### src/proximity_query_cache_defines.svh
// Assertion macros for the proximity query cache.
// Included by the top level; no other dependencies.
`ifndef PROXIMITY_QUERY_CACHE_DEFINES_SVH
`define PROXIMITY_QUERY_CACHE_DEFINES_SVH

// Implication checked on every clock edge outside reset.
`define PQC_ASSERT(label, ante, cons, msg) \
  label: assert property (@(posedge clk) disable iff (rst) (ante) |-> (cons)) \
    else $error(msg);

// Implication whose consequent is checked in the next cycle.
`define PQC_ASSERT_NEXT(label, ante, cons, msg) \
  label: assert property (@(posedge clk) disable iff (rst) (ante) |=> (cons)) \
    else $error(msg);

`endif

### src/pqc_pkg.sv
// Shared types and constants for the proximity query cache.
// No dependencies.
`default_nettype none
package pqc_pkg;
  localparam int DEPTH_DEFAULT = 16;
  localparam int MAX_AGE_RESET = 1000;

  localparam logic [1:0] CMD_LOOKUP = 2'd0;
  localparam logic [1:0] CMD_INSERT = 2'd1;
  localparam logic [1:0] CMD_SWEEP  = 2'd2;

  localparam logic [2:0] ST_HIT      = 3'd0;
  localparam logic [2:0] ST_MISS     = 3'd1;
  localparam logic [2:0] ST_STORED   = 3'd2;
  localparam logic [2:0] ST_REPLACED = 3'd3;
  localparam logic [2:0] ST_SWEPT    = 3'd4;

  // One stored entry
  typedef struct packed {
    logic               valid;
    logic signed [17:0] x;
    logic signed [17:0] z;
    logic [35:0]        range_sq;
    logic [7:0]         team;
    logic [31:0]        stamp;
    logic [15:0]        handle;
    logic [15:0]        count;
  } entry_t;

  // Per-cycle control from the sequencer to every cell
  typedef struct packed {
    logic        rotate;   // shift the ring by one position
    logic        write;    // head cell takes the new entry
    logic        sweep;    // head cell tests age this cycle
    logic [31:0] now;
    logic [31:0] max_age;
  } cell_ctrl_t;
endpackage
`default_nettype wire

### src/pqc_cell.sv
// One cell of the entry ring: holds one entry, passes it to its neighbor.
// Depends on pqc_pkg.
`default_nettype none
module pqc_cell (
  input  wire                 clk,
  input  wire                 rst,
  input  pqc_pkg::cell_ctrl_t ctrl,
  input  wire                 head,       // this cell receives the write / sweep
  input  pqc_pkg::entry_t     wr_entry,
  input  pqc_pkg::entry_t     prev,
  output pqc_pkg::entry_t     cur,
  output logic                expired     // head entry removed by sweep this cycle
);
  import pqc_pkg::*;

  entry_t           ent;
  entry_t           ent_next;
  logic             old;

  assign old = ({1'b0, ctrl.now} - {1'b0, prev.stamp}) <= {1'b0, 32'hFFFF_FFFF}
               && ctrl.now >= prev.stamp && (ctrl.now - prev.stamp) > ctrl.max_age;

  // Incoming entry: from neighbor during rotation, write or sweep at the head
  always_comb begin
    ent_next = ent;
    if (ctrl.rotate) begin
      ent_next = prev;
      if (head && ctrl.sweep && prev.valid && old) ent_next.valid = 1'b0;
      if (head && ctrl.write) ent_next = wr_entry;
    end
    expired = head && ctrl.rotate && ctrl.sweep && prev.valid && old;
  end

  always_ff @(posedge clk) begin
    if (rst) begin
      ent.valid <= 1'b0;
    end else begin
      ent.valid <= ent_next.valid;
    end
    ent.x        <= ent_next.x;
    ent.z        <= ent_next.z;
    ent.range_sq <= ent_next.range_sq;
    ent.team     <= ent_next.team;
    ent.stamp    <= ent_next.stamp;
    ent.handle   <= ent_next.handle;
    ent.count    <= ent_next.count;
  end

  assign cur = ent;
endmodule
`default_nettype wire

### config.mk
export PLATFORM = sky130hd
export DESIGN_NAME = pqc_cell
export DESIGN_NICKNAME = d
export VERILOG_FILES = /design/src/proximity_query_cache_defines.svh /design/src/pqc_pkg.sv /design/src/pqc_cell.sv
export SDC_FILE = /design/constraint.sdc
export NUM_CORES = 1
export LEC_CHECK = 0
export BUFFER_PORTS_ARGS = -buffer_cell sky130_fd_sc_hd__buf_2
export CAP_MARGIN = 20
export CORE_AREA = 2 2 194 196
export CTS_BUF_LIST = sky130_fd_sc_hd__clkbuf_16
export DETAILED_ROUTE_END_ITERATION = 16
export DIE_AREA = 0 0 196 198
export SLEW_MARGIN = 15
export SYNTH_ARGS = -nofsm -noshare
export SYNTH_HDL_FRONTEND = slang
export SYNTH_SLANG_ARGS = --single-unit
### constraint.sdc
create_clock -name clk -period 3.8 [get_ports clk]
set_input_delay 0.19 -clock clk [delete_from_list [all_inputs] [get_ports clk]]
set_output_delay 0.19 -clock clk [all_outputs]
set_load 0.02 [all_outputs]
==> flow_summary.toml <==
[routing]
drc = 0
first_iter_violations = 433
wl_per_cell_um = 19.0
wl_mm = 33.8
viasPerCell = 4.49
antenna_left = 0
dr.pass1.iters = 5
dr_total_vias = 8007

[floorplanning]
rows = 71
die_h_um = 198
core_um2 = 37000
initial_core_util = 0.236
die_x_um = 196
die-area_um2 = 38800
ios = 506

[timing]
fin_crit_sh = 1.17
fin_ws_ns = -0.661
clock_skew_ns = 0
rsz0062_at_grt = "true"
setup_viol = 2
worstMarginPinSlew_ns = 0.894
maxSlewViolCount = 0
slew_headroom = 0.404
finalCriticalPeriod_ns = 4.46
finalHoldViolCount = 0
fmax_ghz = 0.224

[synth]
synth_area_leader_cell = "edfxtp_1"
synth_cell_types = 56
ys_warn_count = 0
yosysTopAreaCellShare = 0.495
syn_inst = 701
synth_area_leaders = "edfxtp_1 50%, mux2_2 19%, ha_1 9.2%"
yosysSeqAreaShare = 0.498
ys_ff_latch = 145
synth_ff_type = "edfxtp_1"
syn_area_um2 = 8730
synth_edf_count = 144
async_reset_ff_frac = 0
synth_area_per_cell_um2 = 12.5
synth_nets = 1126
synth_commonest_cells = "144 x edfxtp_1, 144 x mux2_2, 67 x inv_1"

[cts]
cts_sinks = 145
root_buffer = "clkbuf_16"
holdBufCountCts = 0
cts_max_level = 4
cts_buffer_depth = 2
clk_pin_slew_ns = 0.07
clk_latency_ns = 0.42
cts_tree = "built"
cts_buffers = 17

[power]
p_seq_frac = 0.377
power.internal_w = 0.00359
leakagePower_nw = 6.27
vdd_ir_drop_max_uv = 351
pwr-share-clk = 0.344
power.switching_w = 0.00164
p_comb_frac = 0.279
switching_share = 0.313
p_total_w = 0.00523
pwr_density_cell_nw_per_um2 = 394

[flow_run]
maxCapViolations = 0

[global_routing]
grt_max_degree = 92
grt_pass1_vias = 8016
grt_pass1_wl_mm = 47.9
track_usage = 0.167
overflow = 0
antenna_found_initial = 17

[setup_path]
cp_data_required_time_ns = 3.61
crit_fanout = 4
endpoint_kind = "output port"
worstPathArrival_ns = 4.27
crit_type = "in -> out"
start_kind = "input pin"

[placed_design]
numPortBuffers = 505
post_dp_cell_area_um2 = 12400
post-dp-hpwl_mm = 28.0
place_ws_ns = -0.848
place_congestion = 0.864

[finish]
syn_to_final_growth_pct = 52.1
largest_register_ffs = 145
nets = 1720
drive_above_1_share = 0.616
fin_area_um2 = 13300

[worst_hold_path]
hp-class = "in -> reg"

[status]
outcome = "complete, but fails checks"
violations = "negative setup slack"
layer usage:
| layer | vias to the layer above | wire length [um] | share of wire | track usage |
|---|---|---|---|---|
| met5 | - | 34 | 0.0010 | 0 |
| met4 | 6 | 371 | 0.011 | 0.0267 |
| met3 | 44 | 2880 | 0.085 | 0.0480 |
| met2 | 418 | 16700 | 0.49 | 0.294 |
| met1 | 3711 | 13800 | 0.41 | 0.207 |
| li1 | 3828 | - | - | - |
kinds of logic after synthesis:
| family | count (synthesis) | share of synthesized area |
|---|---|---|
| and+or+nand+nor | 103 | 0.0602 |
| buffers and inverters | 92 | 0.0400 |
| DFF | 145 | 0.498 |
| muxes | 144 | 0.186 |
| adders and majority gates | 65 | 0.0940 |
| AOI/OAI and AO/OA | 126 | 0.0963 |
| xor gates and xnor gates | 26 | 0.0261 |
critical path, stage by stage:
cell,delay (ns)
buf_6,0.10
inv_4,0.04
ha_4,0.12
inv_2,0.04
fa_2,0.36
a21oi_2,0.15
nand4b_1,0.18
a21oi_2,0.11
nor3b_2,0.30
o31ai_4,0.13
a221o_1,0.40
nand4_1,0.10
or3b_1,0.35
ha_1,0.29
nand4_1,0.10
buf_6,0.15
nor3_4,0.13
a221oi_2,0.08
o21ai_1,0.14
a21oi_2,0.07
nor4b_4,0.39
and2_4,0.22
buf_6,0.11
power groups by stage:
stage / registers [W] / logic, W / clock network [W]
global route: 0.00199 / 0.00159 / 0.00191
global placement: 0.00200 / 0.00139 / 0
detailed placement: 0.00200 / 0.00141 / 0
floorplan: 0.00220 / 0.000563 / 0
CTS: 0.00197 / 0.00146 / 0.00185
finish: 0.00197 / 0.00146 / 0.00180
cell type report:
cell class	count	area, um2
Clock inverter	15	175
Antenna cell	1	2.50
Fill cell	3756	23700
Timing Repair Buffer	600	3310
Sequential cell	145	4340
Multi-Input combinational cell	464	4180
Clock buffer	17	425
Tap cell	474	593
Inverter	67	254
metrics by stage:
step | setup TNS [ns] | utilization | std cells | hold slack (ns)
2_1_floorplan | 0 | - | 701 | 0.302
3_3_place_gp | -1.12 | 0.337 | 1738 | 0.473
3_5_place_dp | -1.44 | 0.337 | 1738 | 0.494
4_1_cts | -0.642 | 0.358 | 1778 | 0.00905
5_1_grt | -1.09 | 0.359 | 1783 | 0.0235
6_report | -0.704 | 0.359 | 1783 | 0.0473
final timing paths:
check	from	endpoint	slack, ns	cells after the start
setup / recovery	ctrl[32]	expired	-0.66	23
hold / removal	prev[144]	cur[144]	0.05	3
setup reg to reg	cur[144]	cur[144]	2.97	3
hold reg to reg	cur[144]	cur[144]	0.68	3
cell usage in the layout (no fill, tap or decap), drive strengths merged, types with 5 or more instances in the layout:
| master | count |
|---|---|
| a21o | 17 |
| ha | 64 |
| nor2 | 22 |
| nand2 | 23 |
| o21ai | 25 |
| inv | 74 |
| nand3 | 13 |
| nor3 | 6 |
| clkbuf | 17 |
| mux2 | 144 |
| xnor2 | 12 |
| a31oi | 5 |
| edfxtp | 144 |
| nand4 | 17 |
| clkinv | 5 |
| a21oi | 43 |
| buf | 600 |
| xor2 | 14 |
| nand2b | 5 |
timing repair:
| action | CTS | global route |
|---|---|---|
| setup buffers | 8 | 5 |
| pin swaps | 27 | 12 |
| endpoints found under the setup margin | 2 | 2 |
| gates resized for setup | 27 | 4 |
Power figures use the tool's default switching activity.
