## src/proximity_query_cache_defines.svh

```systemverilog
// Assertion macros for the proximity query cache.
// Included by the top level; no other dependencies.
`ifndef PROXIMITY_QUERY_CACHE_DEFINES_SVH
`define PROXIMITY_QUERY_CACHE_DEFINES_SVH

// Implication checked on every clock edge outside reset.
`define PQC_ASSERT(label, ante, cons, msg) \
  label: assert property (@(posedge clk) disable iff (rst) (ante) |-> (cons)) \
    else $error(msg);

// Implication whose consequent is checked in the next cycle.
`define PQC_ASSERT_NEXT(label, ante, cons, msg) \
  label: assert property (@(posedge clk) disable iff (rst) (ante) |=> (cons)) \
    else $error(msg);

`endif

```

## src/pqc_pkg.sv

```systemverilog
// Shared types and constants for the proximity query cache.
// No dependencies.
`default_nettype none
package pqc_pkg;
  localparam int DEPTH_DEFAULT = 16;
  localparam int MAX_AGE_RESET = 1000;

  localparam logic [1:0] CMD_LOOKUP = 2'd0;
  localparam logic [1:0] CMD_INSERT = 2'd1;
  localparam logic [1:0] CMD_SWEEP  = 2'd2;

  localparam logic [2:0] ST_HIT      = 3'd0;
  localparam logic [2:0] ST_MISS     = 3'd1;
  localparam logic [2:0] ST_STORED   = 3'd2;
  localparam logic [2:0] ST_REPLACED = 3'd3;
  localparam logic [2:0] ST_SWEPT    = 3'd4;

  // One stored entry
  typedef struct packed {
    logic               valid;
    logic signed [17:0] x;
    logic signed [17:0] z;
    logic [35:0]        range_sq;
    logic [7:0]         team;
    logic [31:0]        stamp;
    logic [15:0]        handle;
    logic [15:0]        count;
  } entry_t;

  // Per-cycle control from the sequencer to every cell
  typedef struct packed {
    logic        rotate;   // shift the ring by one position
    logic        write;    // head cell takes the new entry
    logic        sweep;    // head cell tests age this cycle
    logic [31:0] now;
    logic [31:0] max_age;
  } cell_ctrl_t;
endpackage
`default_nettype wire

```

## src/pqc_eval.sv

```systemverilog
// Evaluation stage: distance test for the entry leaving the ring tail.
// Two register stages: squares, then sum and compare. Depends on pqc_pkg.
`default_nettype none
module pqc_eval (
  input  wire                clk,
  input  wire                vin,
  input  pqc_pkg::entry_t    ent,
  input  wire signed [17:0]  qx,
  input  wire signed [17:0]  qz,
  input  wire [7:0]          qteam,
  output logic               vout,
  output logic               match,     // valid, same team, inside half range
  output logic [37:0]        dsq
);
  import pqc_pkg::*;

  logic        [37:0] sq_x;
  logic        [37:0] sq_z;
  logic        [35:0] rsq;
  logic               ok1;
  logic               v1;
  logic signed [18:0] dx;
  logic signed [18:0] dz;
  logic        [38:0] d_sum;

  assign dx = 19'(ent.x) - 19'(qx);
  assign dz = 19'(ent.z) - 19'(qz);
  assign d_sum = {1'b0, sq_x} + {1'b0, sq_z};

  // Stage 1: squares
  always_ff @(posedge clk) begin
    sq_x <= 38'(dx * dx);
    sq_z <= 38'(dz * dz);
    rsq  <= ent.range_sq;
    ok1  <= ent.valid && (ent.team == qteam);
    v1   <= vin;
  end

  // Stage 2: sum and half-range test, 4*d < range_sq
  always_ff @(posedge clk) begin
    dsq   <= d_sum[37:0];
    match <= ok1 && ({d_sum, 2'b00} < {5'b0, rsq});
    vout  <= v1;
  end
endmodule
`default_nettype wire

```

## config.mk

```make
export PLATFORM = sky130hd
export DESIGN_NAME = pqc_eval
export DESIGN_NICKNAME = d
export VERILOG_FILES = /design/src/proximity_query_cache_defines.svh /design/src/pqc_pkg.sv /design/src/pqc_eval.sv
export SDC_FILE = /design/constraint.sdc
export NUM_CORES = 2
export LEC_CHECK = 0
export BUFFER_PORTS_ARGS = -buffer_cell sky130_fd_sc_hd__buf_4
export CORE_MARGIN = 2
export CORE_UTILIZATION = 40
export CTS_BUF_LIST = sky130_fd_sc_hd__clkbuf_8
export DETAILED_ROUTE_END_ITERATION = 7
export GPL_TIMING_DRIVEN = 0
export HOLD_SLACK_MARGIN = 0.02
export PLACE_DENSITY = 0.64
export SYNTH_ARGS = -nofsm -noshare
export SYNTH_HDL_FRONTEND = slang
export SYNTH_SLANG_ARGS = --single-unit
```

## constraint.sdc

```tcl
create_clock -name clk -period 12.11 [get_ports clk]
set_input_delay 1.211 -clock clk [delete_from_list [all_inputs] [get_ports clk]]
set_output_delay 1.211 -clock clk [all_outputs]
set_load 0.03 [all_outputs]
```

==> reports/results.tsv <==
stage	metric	value	unit
run_status	status	complete, no violations	
critical_path	slowest_delay	0.79	ns
synth	yosysTopAreaCell	fa_1	
timing	slew_violations	0	
clocking	cts.reportedPaths.clkPinSlew	0.10	ns
timing	timing.setup.tns	0	ns
synth	syn_area	0.0308	mm²
layout	insertedDiodeCount	0	
synth	synth_top_family_by_area	adder cells	
timing	hold_slack	0.343	ns
critical_path	rr_worst_depth	23	
layout	area_delta_synth_final	9.59	%
clocking	h-tree-depth	4	
floorplanning	fp.dieH	282	µm
clocking	numCtsBuffers	17	
synth	netlist_instances	3317	
floorplanning	num_io_pins	231	
timing	finalCritPeriodShare	90.6	%
floorplanning	initial_utilization	40.5	%
synth	synth_xor_xnor_area_share	4.43	%
worst_hold_path	hold_depth	0	
timing	rsz0062_at_grt	false	
synth	yosys_warnings	0	
floorplanning	chipWidth	282	µm
place	gp_congestion	0.926	
synth	synth_ff_type	dfxtp_1	
critical_path	rrSetupSlack	6.98	ns
floorplanning	die_area	0.0793	mm²
detailed_routing	drt-wirelength-per-cell	15.6	µm
critical_path	crit_required	12.50	ns
timing	worst_slew_pin_slew	1.40	ns
detailed_routing	drt-pass1-iter-count	7	
global_route	grt_first_pass_wirelength	117	mm
detailed_routing	viasPerCell	4.84	
detailed_routing	ant_nets	0	
place	hpwlAfterDp	61.5	mm
clocking	cts_hold_buf	0	
synth	synth-simple-area-share	9.85	%
place	port_buffers	166	
synth	synth.top_cells.by_area	fa_1 43%, ha_1 14%, inv_1 11%, dfxtp_1 9.9%, nand2_1 3.4%	
critical_path	worst_setup_path_end_kind	flop	
global_route	overflow	0	
synth	synth.top_cell.area_share	43.0	%
worst_hold_path	min_to	vout$_DFF_P_	
global_route	antenna_found_initial	2	
floorplanning	num_rows	101	
synth	yosys.area_share.adder	57.2	%
synth	yosysSeqAreaShare	9.87	%
clocking	cts_tree	yes	
floorplanning	core_area	0.0761	mm²
critical_path	crit_type	in -> reg	
critical_path	timing.rr.start	sq_z[3]$_DFF_P_	
synth	synthMuxAreaShare	0.134	%
clocking	clk_latency	0.47	ns
synth	async_flop_share	0	%
detailed_routing	vias	22000	
critical_path	path_max_fanout	10	
global_route	grt_pass1_vias	23600	
timing	fin_skew	0.0197	ns
synth	synth-edff-count	0	
timing	fmax	0.0912	GHz
clocking	postCtsSetupBuffers	0	
synth	synth_compound_area_share	6.57	%
clocking	cts.path.max_buffers	2	
synth	avgSynthCellArea	9.29	µm²
timing	layout_min_cycle_time	10.97	ns
global_route	grt_usage	18.9	%
detailed_routing	drtIter0Drc	1112	
timing	slew_headroom	5.94	%
global_route	grt_max_degree	17	
run	drv_cap	0	
layout	drive_above_1_share	7.00	%
clocking	cts-root-buf	clkbuf_8	
critical_path	crit_path_start_kind	input pin	
timing	hold_viol	0	
clocking	clkSinkCount	152	
clocking	cts_resized	0	
worst_hold_path	hp-class	reg -> reg	
critical_path	worst_path_max_delay_cell	xor2_1	
worst_hold_path	hp-start	v1$_DFF_P_	
timing	final-setup-viol-count	0	
detailed_routing	drt_wl_total	71.0	mm
synth	synth_seq_cells	152	
critical_path	crit_arrival	11.36	ns
critical_path	r2r-end	match$_DFF_P_	
synth	mappedNetlistNets	4521	
layout	nets	4706	
synth	ys_types	65	
critical_path	crit_path_frequent_cell	fa_1	
detailed_routing	remaining_drc_errors	0	
## metrics by stage
step / utilization (%) / worst slack [ns] / cells / cell area [µm²]
CTS: 44.4 / 1.18 / 4544 / 33800
detailed placement: 43.9 / 0.701 / 4513 / 33400
floorplan: - / 2.28 / 3317 / 30800
finish: 44.4 / 1.14 / 4544 / 33800
global route: 44.4 / 0.422 / 4544 / 33800
global placement: 43.9 / 0.711 / 4513 / 33400
## per-layer routing
layer  wire, µm  vias up  track usage (%)
met4       1960        2             4.95
met2      34600      541             32.4
met3       4860      129             4.06
met1      29600    11000             24.1
li1           -    10300                -
met5         10        -                0
## cell type report
type	count	area, µm²
Buffer	61	235
Clock buffer	17	234
Clock inverter	14	180
Fill cell	7523	42300
Inverter	916	3440
Multi-Input combinational cell	2188	24100
Sequential cell	152	3040
Tap cell	1030	1290
Timing Repair Buffer	166	1250
## flip-flops by register name (all words and copies together), names as in the netlist
register and flops:
sq_x 37, rsq 36, vout 1, v1 1, ok1 1, sq_z 37
dsq 38, match 1
## synth_stat cells, drive strengths merged (4+ instances only)
cell type	number
a41o	4
xnor2	109
fa	662
o21a	17
nor2	246
xor2	47
a211oi	8
o21bai	12
a21o	49
o31ai	7
a41oi	4
and2	14
a31o	6
or3	7
a21boi	7
o211ai	4
nand3	29
nand2	280
o21ai	67
nand2b	31
or2	9
a31oi	9
dfxtp	152
inv	913
and3	9
nand4	12
clkbuf	58
nor4	7
nor2b	28
o31a	4
a21oi	94
ha	351
nor3	23
## worst max path at each step
stage                   from          endpoint  slack [ns]
floorplan           ent[126]  sq_x[37]$_DFF_P_        2.28
global placement    ent[126]  sq_x[37]$_DFF_P_        0.71
detailed placement  ent[126]  sq_x[37]$_DFF_P_        0.70
CTS                 ent[126]  sq_x[37]$_DFF_P_        1.18
global route        ent[126]  sq_x[37]$_DFF_P_        0.42
finish              ent[126]  sq_x[37]$_DFF_P_        1.14
## worst max-delay path, delay by kind of cell
family	cells	cell delay [ns]
AOI/OAI and AO/OA	15	2.82
adders and majority gates	10	4.32
xor gates and xnor gates	2	0.91
and+or+nand+nor	6	1.09
buffers and inverters	7	1.01
## kinds of logic (layout without fill, tap and decap cells)
kind of cell	after synthesis	in the layout
AOI/OAI and AO/OA	312	312
muxes	4	4
buffers and inverters	977	1174
DFF	152	152
adders and majority gates	1013	1013
and+or+nand+nor	703	703
xor gates and xnor gates	156	156
## placed cells by master (no fill, tap or decap), drive strengths merged, types with 3 or more instances in the layout
master / n
a21o: 49
nor3: 23
o21a: 17
xnor2: 109
fa: 662
o21ai: 67
or2: 9
o211ai: 4
clkbuf: 75
and3: 9
nand3: 29
xor2: 47
a21oi: 94
a211oi: 8
o31ai: 7
a31oi: 9
o31a: 4
or3: 7
clkinv: 7
mux2i: 3
buf: 169
inv: 921
a21boi: 7
ha: 351
nand4: 12
a41o: 4
and2: 14
dfxtp: 152
nand2b: 31
o21bai: 12
nand2: 280
nor4: 7
nor2b: 28
nor2: 246
a31o: 6
a41oi: 4
Power is not shown: default switching activity piles up to over one toggle a cycle in this logic, so the estimate is an artifact.
